File: config.mk
export PLATFORM = sky130hd
export DESIGN_NAME = assembly_line_tokenizer_core
export DESIGN_NICKNAME = d
export VERILOG_FILES = /design/src/hdl/alt_pkg.sv /design/src/hdl/alt_step.sv /design/src/hdl/alt_res_queue.sv /design/src/hdl/assembly_line_tokenizer_core.sv
export SDC_FILE = /design/constraint.sdc
export NUM_CORES = 1
export LEC_CHECK = 0
export BUFFER_PORTS_ARGS = -buffer_cell sky130_fd_sc_hd__buf_2
export CAP_MARGIN = 40
export CORE_MARGIN = 2
export CORE_UTILIZATION = 35
export DETAILED_ROUTE_END_ITERATION = 10
export RECOVER_POWER = 25
export SYNTH_ARGS = -nofsm -noshare
export SYNTH_HDL_FRONTEND = slang
export SYNTH_HIERARCHICAL = 1
export SYNTH_SLANG_ARGS = --single-unit
export TNS_END_PERCENT = 1
File: constraint.sdc
create_clock -name clk -period 10.95 [get_ports clk]
set_input_delay 2.19 -clock clk [delete_from_list [all_inputs] [get_ports clk]]
set_output_delay 2.19 -clock clk [all_outputs]
set_load 0.005 [all_outputs]
File: src/hdl/alt_pkg.sv
// alt_pkg: word types, result kinds and character codes for the assembly line tokenizer
// no dependencies; imported by alt_step, alt_res_queue and assembly_line_tokenizer_core
package alt_pkg;

	localparam int SYM_W   = 8;
	localparam int KIND_W  = 2;
	localparam int START_W = 12;
	localparam int LEN_W   = 13;
	localparam int NUM_W   = 9;

	localparam logic [KIND_W-1:0] KIND_WORD    = 2'd0;
	localparam logic [KIND_W-1:0] KIND_STRING  = 2'd1;
	localparam logic [KIND_W-1:0] KIND_BRACKET = 2'd2;
	localparam logic [KIND_W-1:0] KIND_SUMMARY = 2'd3;

	localparam logic [SYM_W-1:0] CH_QUOTE  = 8'h22;
	localparam logic [SYM_W-1:0] CH_COMMA  = 8'h2C;
	localparam logic [SYM_W-1:0] CH_LBRACK = 8'h5B;
	localparam logic [SYM_W-1:0] CH_RBRACK = 8'h5D;
	localparam logic [SYM_W-1:0] CH_SPACE  = 8'h20;
	localparam logic [SYM_W-1:0] CH_TAB    = 8'h09;
	localparam logic [SYM_W-1:0] CH_CR     = 8'h0D;

	// result queue depth, room for two results per step
	localparam int QDEPTH = 4;
	localparam int QAW    = $clog2(QDEPTH);
	localparam int QCW    = $clog2(QDEPTH + 1);

	typedef struct packed {
		logic [SYM_W-1:0] symbol;
		logic             line_end;
	} char_word_t;

	typedef struct packed {
		logic [KIND_W-1:0]  kind;
		logic [START_W-1:0] token_start;
		logic [LEN_W-1:0]   token_length;
		logic [NUM_W-1:0]   token_number;
		logic               unclosed_string;
		logic               too_many_tokens;
		logic               last;
	} tok_word_t;

	// results of one step: count and up to two words in order
	typedef struct packed {
		logic [1:0] n;
		tok_word_t  r0;
		tok_word_t  r1;
	} step_out_t;

	// space, tab, line feed, vertical tab, form feed, return
	function automatic logic is_blank(input logic [SYM_W-1:0] c);
		return (c == CH_SPACE) || ((c >= CH_TAB) && (c <= CH_CR));
	endfunction

endpackage

File: src/hdl/alt_step.sv
// alt_step: line state registers and the per-character tokenizing step
// depends on alt_pkg
module alt_step import alt_pkg::*; #(
	parameter int MAX_TOKENS = 256,
	parameter int LINE_CHARS = 4096
) (
	input  logic       clk,
	input  logic       arst_n,
	input  logic       go,
	input  char_word_t item,
	output step_out_t  res
);

	localparam int PW = $clog2(LINE_CHARS + 1);
	localparam int TW = $clog2(MAX_TOKENS + 1);
	localparam logic [PW-1:0] LINE_LIM = PW'(LINE_CHARS);
	localparam logic [TW-1:0] TOK_LIM  = TW'(MAX_TOKENS);

	logic          in_word_q, in_string_q, overflow_q;
	logic [PW-1:0] position_q, start_q;
	logic [TW-1:0] total_q;

	logic          in_word_d, in_string_d, overflow_d;
	logic [PW-1:0] position_d, start_d;
	logic [TW-1:0] total_d;

	logic            a_v, b_v, ea, eb;
	tok_word_t       a, b;
	logic [TW-1:0]   total1;
	logic [PW-1:0]   diff;
	logic [LEN_W-1:0] word_len, str_len;

	always_comb begin
		diff     = position_q - start_q;
		word_len = LEN_W'(diff);
		str_len  = LEN_W'({1'b0, diff} + {{PW{1'b0}}, 1'b1});

		a = '0;
		b = '0;
		a_v = 1'b0;
		b_v = 1'b0;
		a.kind         = KIND_WORD;
		a.token_start  = START_W'(start_q);
		a.token_length = word_len;
		b.kind         = KIND_BRACKET;
		b.token_start  = START_W'(position_q);
		b.token_length = LEN_W'(1);

		in_word_d   = in_word_q;
		in_string_d = in_string_q;
		position_d  = position_q;
		start_d     = start_q;

		priority if (item.line_end) begin
			a_v = in_word_q;
			b_v = 1'b1;
			b.kind         = KIND_SUMMARY;
			b.token_start  = '0;
			b.token_length = '0;
		end else if (position_q != LINE_LIM) begin
			position_d = position_q + 1'b1;
			priority if (item.symbol == CH_QUOTE) begin
				if (in_string_q) begin
					a_v = 1'b1;
					a.kind         = KIND_STRING;
					a.token_length = str_len;
					in_string_d    = 1'b0;
				end else begin
					a_v         = in_word_q;
					in_word_d   = 1'b0;
					in_string_d = 1'b1;
					start_d     = position_q;
				end
			end else if (is_blank(item.symbol) || item.symbol == CH_COMMA) begin
				a_v       = in_word_q;
				in_word_d = 1'b0;
			end else if (!in_string_q) begin
				if (item.symbol == CH_LBRACK || item.symbol == CH_RBRACK) begin
					a_v       = in_word_q;
					b_v       = 1'b1;
					in_word_d = 1'b0;
				end else if (!in_word_q) begin
					in_word_d = 1'b1;
					start_d   = position_q;
				end
			end else begin
				// plain character inside a string, nothing to do
			end
		end else begin
			// line is full, the character is ignored
		end

		// token limit, tokens beyond it are dropped
		ea     = a_v && (total_q != TOK_LIM);
		total1 = total_q + TW'(ea);
		eb     = b_v && (item.line_end || (total1 != TOK_LIM));
		total_d    = total1 + TW'(eb && !item.line_end);
		overflow_d = overflow_q || (a_v && !ea) || (b_v && !eb);

		a.token_number = NUM_W'(total_q);
		b.token_number = NUM_W'(total1);
		if (item.line_end) begin
			b.unclosed_string = in_string_q;
			b.too_many_tokens = overflow_d;
		end

		res.n  = {1'b0, ea} + {1'b0, eb};
		res.r0 = ea ? a : b;
		res.r1 = b;
		res.r0.last = (res.n == 2'd1);
		res.r1.last = 1'b1;
	end

	always_ff @(posedge clk or negedge arst_n) begin
		if (!arst_n) begin
			in_word_q   <= 1'b0;
			in_string_q <= 1'b0;
			overflow_q  <= 1'b0;
			position_q  <= '0;
			start_q     <= '0;
			total_q     <= '0;
		end else if (go) begin
			if (item.line_end) begin
				in_word_q   <= 1'b0;
				in_string_q <= 1'b0;
				overflow_q  <= 1'b0;
				position_q  <= '0;
				start_q     <= '0;
				total_q     <= '0;
			end else begin
				in_word_q   <= in_word_d;
				in_string_q <= in_string_d;
				overflow_q  <= overflow_d;
				position_q  <= position_d;
				start_q     <= start_d;
				total_q     <= total_d;
			end
		end
	end

endmodule

File: src/hdl/alt_res_queue.sv
// alt_res_queue: small result queue, takes up to two words a cycle, gives one while tok_stall is low
// depends on alt_pkg
module alt_res_queue import alt_pkg::*; (
	input  logic      clk,
	input  logic      arst_n,
	input  logic      push,
	input  step_out_t res,
	output logic      room,
	output logic      tok_valid,
	input  logic      tok_stall,
	output tok_word_t tok_word
);

	tok_word_t      mem [QDEPTH];
	logic [QAW-1:0] wr_q, rd_q;
	logic [QCW-1:0] count_q;
	logic [1:0]     n;
	logic           pop;

	assign n         = push ? res.n : 2'd0;
	assign tok_valid = (count_q != '0);
	assign pop       = tok_valid && !tok_stall;
	assign room      = (count_q <= QCW'(QDEPTH - 2));
	assign tok_word  = mem[rd_q];

	always_ff @(posedge clk) begin
		if (n != 2'd0) begin
			mem[wr_q] <= res.r0;
		end
		if (n == 2'd2) begin
			mem[wr_q + 1'b1] <= res.r1;
		end
	end

	always_ff @(posedge clk or negedge arst_n) begin
		if (!arst_n) begin
			wr_q    <= '0;
			rd_q    <= '0;
			count_q <= '0;
		end else begin
			wr_q    <= wr_q + QAW'(n);
			rd_q    <= rd_q + QAW'(pop);
			count_q <= count_q + QCW'(n) - QCW'(pop);
		end
	end

endmodule

File: src/hdl/assembly_line_tokenizer_core.sv
// assembly_line_tokenizer_core: top level of the assembly line tokenizer
// depends on alt_pkg, alt_step and alt_res_queue
//
// usage
//   char channel: one word per character (symbol), or a word with line_end set
//     that closes the line; accepted when char_valid is high and char_stall low
//   tok channel: token words (word, quoted string, bracket) and one line summary
//     per line_end; given when tok_valid is high, taken when tok_stall is low;
//     last marks the final result of one character word
//   path: an accepted character waits in the input register and is tokenized
//     once the queue has room; its results go into the queue, then onto tok_word
//   throughput: one character per cycle while char_stall is low; results leave
//     at one per cycle while tok_stall is low, so a character that gives two
//     results (word closed by a bracket or by the line end) takes two reads on
//     the tok side, set by the single read port of the four-entry result queue
//   reset: arst_n clears the line state, the input valid flag and the queue
//   stall: while tok_stall is high the queue fills; once it cannot take two
//     more results, the input register holds and char_stall rises
module assembly_line_tokenizer_core import alt_pkg::*; #(
	parameter int MAX_TOKENS = 256,
	parameter int LINE_CHARS = 4096
) (
	input  logic       clk,
	input  logic       arst_n,
	input  logic       char_valid,
	output logic       char_stall,
	input  char_word_t char_word,
	output logic       tok_valid,
	input  logic       tok_stall,
	output tok_word_t  tok_word
);

	// input register
	logic       valid_s1;
	char_word_t word_s1;

	logic      room, take;
	step_out_t res;

	// the input register drains when the queue has room for two results
	assign take       = valid_s1 && room;
	assign char_stall = valid_s1 && !room;

	always_ff @(posedge clk or negedge arst_n) begin
		if (!arst_n) begin
			valid_s1 <= 1'b0;
		end else if (char_valid && !char_stall) begin
			valid_s1 <= 1'b1;
		end else if (take) begin
			valid_s1 <= 1'b0;
		end
	end

	// payload holds no reset
	always_ff @(posedge clk) begin
		if (char_valid && !char_stall) begin
			word_s1 <= char_word;
		end
	end

	// line state and token decisions
	alt_step #(
		.MAX_TOKENS(MAX_TOKENS),
		.LINE_CHARS(LINE_CHARS)
	) u_step (
		.clk    (clk),
		.arst_n (arst_n),
		.go     (take),
		.item   (word_s1),
		.res    (res)
	);

	// results wait here for the receiver
	alt_res_queue u_queue (
		.clk       (clk),
		.arst_n    (arst_n),
		.push      (take),
		.res       (res),
		.room      (room),
		.tok_valid (tok_valid),
		.tok_stall (tok_stall),
		.tok_word  (tok_word)
	);

endmodule
==> results.sh, run 1 <==
export IMPL_outcome="finished with violations"
export IMPL_violations="max-capacitance violations, max-slew violations"
export IMPL_postRouteAntennaNets=0
export IMPL_worst_endpoint_required_ps=11130
export IMPL_synthTopCellsByCount="edfxtp_1, mux2_2, nor2_1"
export IMPL_io_pin_count=54
export IMPL_power_static_leakage_nw=5.18
export IMPL_design_core_area_sq_um=34400
export IMPL_timing_critical_path_cells="inv_1 -> ha_1 -> and4bb_2 -> nand3_4 -> and3_1 -> o221ai_1 -> nand2b_2 -> buf_12 -> inv_8 -> ha_1 -> ha_1 -> nand2_1 -> nor2_1 -> xnor2_1 -> nand4_1 -> nor4_1 -> nor2_1 -> ha_1 -> mux2_2 -> nand2_1 -> nor2_4 -> buf_4"
export IMPL_post_cts_setup_buffers=0
export IMPL_die_w_um=191
export IMPL_min_path_cells=1
export IMPL_setup_tns_ps=0
export IMPL_chipHeight_um=191
export IMPL_syn_to_final_growth_pct=11.5
export IMPL_hpwl_mm=18.7
export IMPL_power_ir_vdd_worst_mv=0.124
export IMPL_post_synth_num_cell_types=84
export IMPL_cp_data_arrival_time_ps=6970
export IMPL_power_per_cell_area_nw_per_um2=215
export IMPL_postSynthAreaPerCell_sq_um=13.2
export IMPL_worst_slew_slack_as_a_fraction_of_its_limit_pct=-89.1
export IMPL_setup_worst_path_class="reg -> reg"
export IMPL_syn_area_sq_um=12200
export IMPL_post_synth_top_area_cell="edfxtp_1"
export IMPL_vias_per_cell=5.20
export IMPL_global_route_congestion_overflow_total=0
export IMPL_min_from="u_queue/rd_q[0]$_DFF_PN0_"
export IMPL_most_frequent_cell_on_the_critical_path="ha_1"
export IMPL_p_total_w=0.00293
export IMPL_yosys_most_used_dff="edfxtp_1"
export IMPL_nNetsFinal=1006
export IMPL_setup_violations=0
export IMPL_post_synth_top_area_fraction_pct=40.7
export IMPL_synth_edf_count=165
export IMPL_fmax_mhz=147
export IMPL_max_clock_path_buffers=3
export IMPL_grt_pass1_wl_mm=44.2
export IMPL_slowest_stage="nor4_1"
export IMPL_worstSetupEndpointType="flop"
export IMPL_min_to="u_queue/rd_q[0]$_DFF_PN0_"
export IMPL_number_of_drc_markers_after_the_initial_detailed_route_iteration=539
export IMPL_postRouteWirelength_mm=28.0
export IMPL_clock_skew_final_ps=13.9
export IMPL_regToRegStartpoint="u_step/position_q[1]$_DFFE_PN0P_"
export IMPL_cts_tree="done"
export IMPL_reg2reg_depth=22
export IMPL_hp_class="reg -> reg"
export IMPL_fillers=3316
export IMPL_r2r_slack_ps=4160
export IMPL_drv_max_cap_violation_count=2
export IMPL_placement_io_buffers=53
export IMPL_cts_sinks=211
export IMPL_yosysWarningCount=6
export IMPL_first_global_vias=7647
export IMPL_hold_fix_buffers_at_cts=0
export IMPL_numCtsBuffers=25
export IMPL_rsz0062_at_grt="false"
export IMPL_start_util_pct=35.4
export IMPL_critPathBufInv=4
export IMPL_final_layout_size_suffix_gt1_share_pct=33.6
export IMPL_htree_num_levels=1
export IMPL_actual_transition_at_the_worst_max_transition_pin_ps=2840
export IMPL_flip_flop_and_latch_count_after_synthesis=211
export IMPL_dieArea_sq_um=36300
export IMPL_ys_seq_area_share_pct=50.1
export IMPL_post_synth_main_area_contributors="edfxtp_1, mux2_2, dfrtp_1, mux4_2, ha_1"
export IMPL_std_cell_rows=68
export IMPL_crit_path_max_fanout=31
export IMPL_antenna_found_initial=0
export IMPL_drcViolationCount=0
export IMPL_grt_util_all_layers_pct=15.5
export IMPL_crit_path_start_kind="flop"
export IMPL_rr_endpoint="u_queue/mem[3][22]$_DFFE_PP_"
export IMPL_layout_worst_path_cycle_share_pct=62.0
export IMPL_period_needed_ps=6790
export IMPL_postCtsResizedCells=0
export IMPL_netlist_instances=922
export IMPL_largest_net_degree_at_the_start_of_global_routing=47
export IMPL_cp_slowest_stage_delay_ps=680
export IMPL_cts_root_buffer="clkbuf_16"
export IMPL_drv_slew=74
export IMPL_timing_critical_path_depth=22
export IMPL_routedWlPerCell_um=19.4
export IMPL_drt_pass1_iterations=5
export IMPL_post_synth_top_count_cell="edfxtp_1"
export IMPL_hold_viol_final=0
export IMPL_dr_total_vias=7486
export IMPL_critical_path_top_delay_family="simple AND/OR/NAND/NOR gates"
export IMPL_clk_latency_ps=530
export IMPL_antenna_cells_inserted=0
export IMPL_clk_transition_reported_paths_ps=60
export IMPL_async_set_or_reset_register_ratio_after_synthesis_pct=21.8
export IMPL_place_congestion=0.894
==> final cells by class <==
type | count | area, sq um | share of cell area, %
sequential | 211 | 6110 | 45.0
tap | 455 | 569 | 4.19
clock inverter | 7 | 33.8 | 0.249
timing repair buffer | 69 | 364 | 2.68
clock buffer | 39 | 728 | 5.36
multi-input combinational | 624 | 5640 | 41.5
inverter | 35 | 139 | 1.02
==> registers in the layout (all words and copies together), names as in the netlist <==
| register | flops |
|---|---|
| u_step/total_q | 9 |
| word_s1 | 9 |
| u_step/start_q | 13 |
| u_queue/count_q | 3 |
| u_queue/wr_q | 2 |
| u_step/overflow_q | 1 |
| u_queue/mem | 156 |
| u_queue/rd_q | 2 |
| u_step/position_q | 13 |
| u_step/in_string_q | 1 |
| u_step/in_word_q | 1 |
| valid_s1 | 1 |
==> through the flow <==
step           hold slack, ps  cells  setup slack (ps)  instance area (sq um)  util [%]
2_1_floorplan             470    934              4330                  12200         -
3_3_place_gp              450   1392              4120                  12800      37.4
3_5_place_dp              464   1394              4170                  12900      37.5
4_1_cts                   474   1440              4140                  13600      39.7
5_1_grt                   492   1440              3590                  13600      39.5
6_report                  467   1440              4160                  13600      39.5
==> how the worst max path moves through the flow <==
stage	slack [ps]	end	startpoint
after floorplan	4330	u_queue/mem[1][0]$_DFFE_PP_	word_s1[5]$_DFFE_PP_
after global placement	4120	u_queue/mem[3][4]$_DFFE_PP_	u_step/position_q[1]$_DFFE_PN0P_
after detailed placement	4170	u_queue/mem[3][1]$_DFFE_PP_	word_s1[5]$_DFFE_PP_
after CTS	4140	u_queue/mem[3][0]$_DFFE_PP_	u_step/position_q[1]$_DFFE_PN0P_
after global routing	3590	tok_word[25]	u_queue/rd_q[0]$_DFF_PN0_
final	4160	u_queue/mem[3][22]$_DFFE_PP_	u_step/position_q[1]$_DFFE_PN0P_
==> cells in the final DEF (no fill, tap or decap), drive strengths merged, types with 6 or more instances in the layout <==
cell type  count
clkbuf        58
nor4           7
clkinv         6
nor3          12
mux4          39
nor3b          7
xor2          24
nand2         54
nor2          55
edfxtp       165
nand4          7
conb          14
and2           8
inv           36
nor2b         16
a21o           6
o21ai         26
mux2         171
dfrtp         46
and3          10
nand3         18
buf           50
ha            25
xnor2         32
nand2b         6
a21oi         17
==> kinds of logic (layout without fill, tap and decap cells) <==
kind of cell,count (synthesis),after routing,synth area share [%]
xor+xnor,56,56,4.03
flops,211,211,50.1
buf+inv,99,150,4.18
simple gates,224,224,10.2
compound gates,91,91,5.05
mux,212,212,23.5
other cells,2,14,0.0617
fa+ha+maj,27,27,2.90
==> power breakdown <==
group	internal [W]	total, W	switching (W)	leakage [nW]
sequential	0.00100	0.00108	0.0000735	2.15
clock	0.000454	0.000774	0.000320	0.373
combinational	0.000482	0.00107	0.000593	2.65
==> layer usage <==
| layer | vias to the layer above | share of wire, % | GRT usage [%] |
|---|---|---|---|
| li1 | 3524 | - | - |
| met1 | 3734 | 48 | 22.7 |
| met2 | 194 | 45 | 24.6 |
| met3 | 34 | 4.6 | 1.97 |
| met4 | 0 | 2.1 | 3.79 |
| met5 | - | 0 | 0 |
No activity file was read; power rests on OpenSTA's default activity.
==> run 2: changes to the inputs <==
==> constraint.sdc (replaced) <==
create_clock -name clk -period 6.9 [get_ports clk]
set_input_delay 1.38 -clock clk [delete_from_list [all_inputs] [get_ports clk]]
set_output_delay 1.38 -clock clk [all_outputs]
set_load 0.005 [all_outputs]
==> run 2 against run 1 <==
  * The run still ends with max-capacitance violations, max-slew violations left
  * Maximum frequency increased by 9.2%
  * Sequential share of layout area decreased by 0.15 points
  * Worst hold slack improved by 36 ps
  * Flip-flop and latch count unchanged
  * Core utilization increased by 0.12 points
  * Die area unchanged
  * Power increased by 59%
  * Register-to-register slack got worse by 3500 ps
  * First-iteration DRC count increased by 5.9%
  * Critical path type unchanged
  * Count of clock-buffer cells in the layout decreased by 9
  * Cell count increased by 0.14%
  * Routed wire length increased by 0.55%
==> results.sh, run 2 (synthesis results as in run 1) <==
export IMPL_outcome="finished with violations"
export IMPL_violations="max-capacitance violations, max-slew violations"
export IMPL_number_of_drc_markers_after_the_initial_detailed_route_iteration=571
export IMPL_most_frequent_cell_on_the_critical_path="ha_1"
export IMPL_grt_pass1_wl_mm=44.7
export IMPL_r2r_slack_ps=680
export IMPL_die_w_um=191
export IMPL_hold_fix_buffers_at_cts=0
export IMPL_antenna_found_initial=0
export IMPL_layout_worst_path_cycle_share_pct=90.1
export IMPL_chipHeight_um=191
export IMPL_syn_to_final_growth_pct=11.9
export IMPL_postRouteWirelength_mm=28.1
export IMPL_worst_endpoint_required_ps=7170
export IMPL_setup_worst_path_class="reg -> reg"
export IMPL_power_ir_vdd_worst_mv=0.255
export IMPL_routedWlPerCell_um=19.5
export IMPL_start_util_pct=35.4
export IMPL_postCtsResizedCells=0
export IMPL_largest_register_ffs=156
export IMPL_first_global_vias=7742
export IMPL_setup_violations=0
export IMPL_place_congestion=0.868
export IMPL_placement_io_buffers=53
export IMPL_hpwl_mm=18.6
export IMPL_setup_tns_ps=0
export IMPL_hp_class="reg -> reg"
export IMPL_largest_net_degree_at_the_start_of_global_routing=49
export IMPL_timing_critical_path_cells="or3b_1 -> nor4_1 -> a2111o_1 -> o221ai_1 -> nand2b_2 -> inv_8 -> ha_1 -> ha_1 -> nand2_1 -> nor2_1 -> xnor2_1 -> nand4_1 -> nor4_1 -> nor2_1 -> ha_1 -> or4_4 -> mux2_4"
export IMPL_cts_tree="done"
export IMPL_rsz0062_at_grt="false"
export IMPL_cts_sinks=211
export IMPL_crit_path_start_kind="flop"
export IMPL_cts_root_buffer="clkbuf_16"
export IMPL_global_route_congestion_overflow_total=0
export IMPL_largest_register="u_queue/mem"
export IMPL_drcViolationCount=0
export IMPL_dieArea_sq_um=36300
export IMPL_clock_skew_final_ps=21.9
export IMPL_period_needed_ps=6220
export IMPL_nNetsFinal=1008
export IMPL_post_cts_setup_buffers=0
export IMPL_crit_path_max_fanout=39
export IMPL_power_per_cell_area_nw_per_um2=341
export IMPL_slowest_stage="or4_4"
export IMPL_top_library_cells_by_usage_in_the_layout_fill_and_taps_aside="edfxtp_1, mux2_2, nand2_1, nor2_1, dfrtp_1"
export IMPL_antenna_cells_inserted=0
export IMPL_clk_transition_reported_paths_ps=60
export IMPL_grt_util_all_layers_pct=15.8
export IMPL_fillers=3278
export IMPL_drv_slew=47
export IMPL_worst_slew_slack_as_a_fraction_of_its_limit_pct=-81.4
export IMPL_std_cell_rows=68
export IMPL_vias_per_cell=5.15
export IMPL_dr_total_vias=7426
export IMPL_numCtsBuffers=25
export IMPL_drv_max_cap_violation_count=1
export IMPL_design_core_area_sq_um=34400
export IMPL_final_core_utilization_pct=39.6
export IMPL_htree_num_levels=1
export IMPL_hold_viol_final=0
export IMPL_postRouteAntennaNets=0
export IMPL_cp_slowest_stage_delay_ps=890
export IMPL_fmax_mhz=161
export IMPL_actual_transition_at_the_worst_max_transition_pin_ps=2720
export IMPL_largest_registers="u_queue/mem x156, u_step/position_q x13, u_step/start_q x13"
export IMPL_cp_data_arrival_time_ps=6490
export IMPL_max_clock_path_buffers=3
export IMPL_final_layout_size_suffix_gt1_share_pct=34.3
export IMPL_clk_latency_ps=540
export IMPL_drt_pass1_iterations=5
export IMPL_power_static_leakage_nw=5.20
export IMPL_worstSetupEndpointType="flop"
export IMPL_layout_commonest_cell="edfxtp_1"
export IMPL_io_pin_count=54
-- run 2: cell count changes in the layout (fill, tap and decap cells not counted), moves of 2 or more --
cell        change
clkbuf_1        -8
clkinv_2        +5
buf_12          +3
clkbuf_8        -3
clkinvlp_4      +3
buf_2           +2
-- run 2: critical path: cells and delay by family, from the launching register on --
| kind | cells | cell delay, ps |
|---|---|---|
| DFF | 1 | 420 |
| adders and majority gates | 3 | 1060 |
| xor gates and xnor gates | 1 | 210 |
| AOI/OAI and AO/OA | 2 | 330 |
| buffers and inverters | 1 | 110 |
| and+or+nand+nor | 9 | 3390 |
| muxes | 1 | 400 |
-- run 2: stage by stage --
stage	hold WS (ps)	worst slack [ps]	instances	total power (W)	cell area (sq um)
4_1_cts	507	765	1442	0.00475	13700
3_5_place_dp	493	790	1396	0.00351	12900
6_report	504	683	1442	0.00465	13600
5_1_grt	521	223	1442	0.00493	13600
3_3_place_gp	487	967	1395	0.00349	12900
2_1_floorplan	470	285	934	0.00294	12200
-- run 2: area by class of cell --
class	count	area, sq um	share of cell area (%)
Clock inverter	16	85.1	0.624
Timing Repair Buffer	71	419	3.08
Inverter	35	139	1.02
Clock buffer	30	664	4.88
Sequential cell	211	6110	44.8
Tap cell	455	569	4.18
Multi-Input combinational cell	624	5640	41.4
-- run 2: report_power, final --
group          switching, W  leakage [nW]  total [W]  internal (W)
combinational      0.000935          2.67    0.00171      0.000775
sequential         0.000131          2.15    0.00172       0.00159
clock              0.000531         0.366    0.00122      0.000684
-- run 2: metal layers --
layer  vias up  track usage, %  wire [um]
met5         -               0          0
met1      3712            22.3      13300
li1       3534               -          -
met4         0            3.22        355
met2       152            25.8      13200
met3        28            2.12       1220
-- run 2: worst paths after layout --
path	from	end	cells after the start
max	word_s1[6]$_DFFE_PP_	u_queue/mem[3][33]$_DFFE_PP_	17
max in group asynchronous	arst_n	u_queue/rd_q[1]$_DFF_PN0_	2
max reg2reg	word_s1[6]$_DFFE_PP_	u_queue/mem[3][33]$_DFFE_PP_	17
min	u_step/start_q[11]$_DFFE_PN0P_	u_step/start_q[11]$_DFFE_PN0P_	1
min reg2reg	u_step/start_q[11]$_DFFE_PN0P_	u_step/start_q[11]$_DFFE_PN0P_	1
min in group asynchronous	arst_n	u_step/total_q[0]$_DFFE_PN0P_	2
==> run 3: changes to the inputs <==
--- a/config.mk
+++ b/config.mk
@@ -5,11 +5,13 @@
 export SDC_FILE = /design/constraint.sdc
 export NUM_CORES = 1
 export LEC_CHECK = 0
-export BUFFER_PORTS_ARGS = -buffer_cell sky130_fd_sc_hd__buf_2
+export ABC_CLOCK_PERIOD_IN_PS = 6900
+export BUFFER_PORTS_ARGS = -buffer_cell sky130_fd_sc_hd__buf_4
 export CAP_MARGIN = 40
 export CORE_MARGIN = 2
 export CORE_UTILIZATION = 35
 export DETAILED_ROUTE_END_ITERATION = 10
+export PLACE_DENSITY_LB_ADDON = 0.1
 export RECOVER_POWER = 25
 export SYNTH_ARGS = -nofsm -noshare
 export SYNTH_HDL_FRONTEND = slang
==> run 3 against run 2 <==
  * Non-clock buffer count shrank 3
  * Sequential power is essentially flat
  * Setup slack lost 130 ps
  * Power grew 5.4%
  * Critical endpoint is now u_queue/mem[1][20]$_DFFE_PP_
  * Routed wire length grew 7.7%
  * Die area is the same
  * Critical path type unchanged
  * Largest cell class unchanged
  * Sequential share of layout area shrank 0.72 points
  * Clock power grew 12%
  * Flip-flop and latch count is the same
  * The run still ends with max-capacitance violations, max-slew violations left
  * Cell count is essentially flat
  * Largest power group is now combinational logic
  * Global-route usage grew 1.6 points
  * Worst hold slack lost 1.5 ps
==> results.sh, run 3 (synthesis results as in run 1) <==
export IMPL_rsz0062_at_grt="false"
export IMPL_layoutNonFillerInstCount=1441
export IMPL_numCtsBuffers=26
export IMPL_actual_transition_at_the_worst_max_transition_pin_ps=2810
export IMPL_syn_to_final_growth_pct=13.7
export IMPL_grt_pass1_wl_mm=48.1
export IMPL_htree_num_levels=1
export IMPL_drcViolationCount=0
export IMPL_violations="max-capacitance violations, max-slew violations"
export IMPL_hold_viol_final=0
export IMPL_design_core_area_sq_um=34400
export IMPL_grt_util_all_layers_pct=17.4
export IMPL_power_per_cell_area_nw_per_um2=354
export IMPL_layout_commonest_cell="edfxtp_1"
export IMPL_cts_tree="done"
export IMPL_final_layout_size_suffix_gt1_share_pct=35.2
export IMPL_dp_cells=1393
export IMPL_largest_registers="u_queue/mem x156, u_step/position_q x13, u_step/start_q x13"
export IMPL_period_needed_ps=6350
export IMPL_power_static_leakage_nw=5.30
export IMPL_hp_class="reg -> reg"
export IMPL_hold_fix_buffers_at_cts=0
export IMPL_drv_max_cap_violation_count=2
export IMPL_largest_register="u_queue/mem"
export IMPL_power_ir_vdd_worst_mv=0.200
export IMPL_fillers=3311
export IMPL_worstSetupEndpointType="flop"
export IMPL_area_sequential_sq_um=6110
export IMPL_die_w_um=191
export IMPL_first_global_vias=7885
export IMPL_cts_root_buffer="clkbuf_16"
export IMPL_most_frequent_cell_on_the_critical_path="ha_1"
export IMPL_multi_input_area_sq_um=5640
export IMPL_start_util_pct=35.4
export IMPL_crit_path_max_fanout=30
export IMPL_postCtsResizedCells=0
export IMPL_fmax_mhz=158
export IMPL_largest_net_degree_at_the_start_of_global_routing=49
export IMPL_layout_worst_path_cycle_share_pct=92.0
export IMPL_outcome="finished with violations"
export IMPL_clk_transition_reported_paths_ps=60
export IMPL_crit_path_start_kind="flop"
export IMPL_cts_sinks=211
export IMPL_largest_register_ffs=156
export IMPL_cp_slowest_stage_delay_ps=670
export IMPL_placement_io_buffers=53
export IMPL_clk_latency_ps=530
export IMPL_worst_hold_slack_ps=502
export IMPL_setup_worst_path_class="reg -> reg"
export IMPL_vias_per_cell=5.22
export IMPL_setup_violations=0
export IMPL_max_clock_path_buffers=3
export IMPL_worst_slew_slack_as_a_fraction_of_its_limit_pct=-87.1
export IMPL_post_cts_setup_buffers=0
export IMPL_worst_endpoint_required_ps=7110
export IMPL_drt_pass1_iterations=5
export IMPL_global_route_congestion_overflow_total=0
export IMPL_place_congestion=0.775
export IMPL_critPathBufInv=2
export IMPL_critical_path_top_delay_family="simple AND/OR/NAND/NOR gates"
export IMPL_setup_tns_ps=0
export IMPL_dieArea_sq_um=36300
export IMPL_antenna_found_initial=0
export IMPL_worst_slack_ps=551
export IMPL_hpwl_mm=19.1
export IMPL_postRouteAntennaNets=0
export IMPL_clock_skew_final_ps=7.62
export IMPL_nNetsFinal=1006
export IMPL_pre_cts_slack_ps=590
export IMPL_number_of_drc_markers_after_the_initial_detailed_route_iteration=462
export IMPL_cp_data_arrival_time_ps=6560
export IMPL_antenna_cells_inserted=0
export IMPL_postRouteWirelength_mm=30.3
export IMPL_dr_total_vias=7515
export IMPL_routedWlPerCell_um=21.0
export IMPL_drv_slew=71
export IMPL_slowest_stage="ha_1"
export IMPL_std_cell_rows=68
export IMPL_chipHeight_um=191
export IMPL_io_pin_count=54
export IMPL_timing_critical_path_cells="or3b_1 -> nor4_1 -> a2111o_1 -> o221ai_1 -> nand2b_2 -> inv_8 -> ha_1 -> ha_1 -> nand2_1 -> nor2_1 -> xnor2_1 -> nand4_1 -> nor4_1 -> nor2_1 -> ha_1 -> mux2_2 -> nand2_1 -> nor2_4 -> buf_12"
export IMPL_top_library_cells_by_usage_in_the_layout_fill_and_taps_aside="edfxtp_1, mux2_2, nand2_1, nor2_1, dfrtp_1"
==> run 3: metrics by stage <==
step / util [%] / cell area, sq um / power, W
6_report: 40.3 / 13800 / 0.00490
3_3_place_gp: 37.9 / 13000 / 0.00363
3_5_place_dp: 37.9 / 13000 / 0.00362
5_1_grt: 40.3 / 13800 / 0.00522
4_1_cts: 40.4 / 13900 / 0.00501
2_1_floorplan: - / 12200 / 0.00294
==> run 3: path summary, 6_finish.rpt <==
kind	slack, ps	from	cells after the start	end
max in group asynchronous	3360	arst_n	1	u_queue/rd_q[1]$_DFF_PN0_
max	550	word_s1[6]$_DFFE_PP_	19	u_queue/mem[1][20]$_DFFE_PP_
min	500	u_step/start_q[11]$_DFFE_PN0P_	1	u_step/start_q[11]$_DFFE_PN0P_
min reg2reg	500	u_step/start_q[11]$_DFFE_PN0P_	1	u_step/start_q[11]$_DFFE_PN0P_
max reg2reg	550	word_s1[6]$_DFFE_PP_	19	u_queue/mem[1][20]$_DFFE_PP_
min in group asynchronous	1740	arst_n	1	u_step/start_q[5]$_DFFE_PN0P_
==> run 3: layout make-up <==
type                       count  area share [%]
timing repair buffer          68            3.89
multi-input combinational    624            40.7
sequential                   211            44.1
inverter                      35            1.00
clock inverter                14           0.876
clock buffer                  34            5.29
tap                          455            4.11
==> run 3: power by group <==
group          switching, W  internal (W)  total (W)
registers          0.000133       0.00159    0.00173
logic              0.000962      0.000846    0.00181
clock network      0.000549      0.000818    0.00137
total               0.00164       0.00326    0.00490
==> run 3: worst register-to-register path, delay by kind of cell (launching register included) <==
family | cells | cell delay, ps
AO/OA/AOI/OAI | 2 | 340
multiplexers | 1 | 270
adder cells (fa/ha/maj) | 3 | 1240
AND/OR/NAND/NOR | 10 | 3100
flip-flops | 1 | 430
XOR/XNOR | 1 | 230
buffers and inverters | 2 | 420
==> run 3: routing by layer <==
layer | part of all wire (%) | up-vias | global-route usage (%)
met5 | 0 | - | 0
met3 | 2.7 | 43 | 2.12
met2 | 49 | 119 | 29.3
li1 | - | 3528 | -
met4 | 2.2 | 0 | 4.00
met1 | 46 | 3825 | 23.8
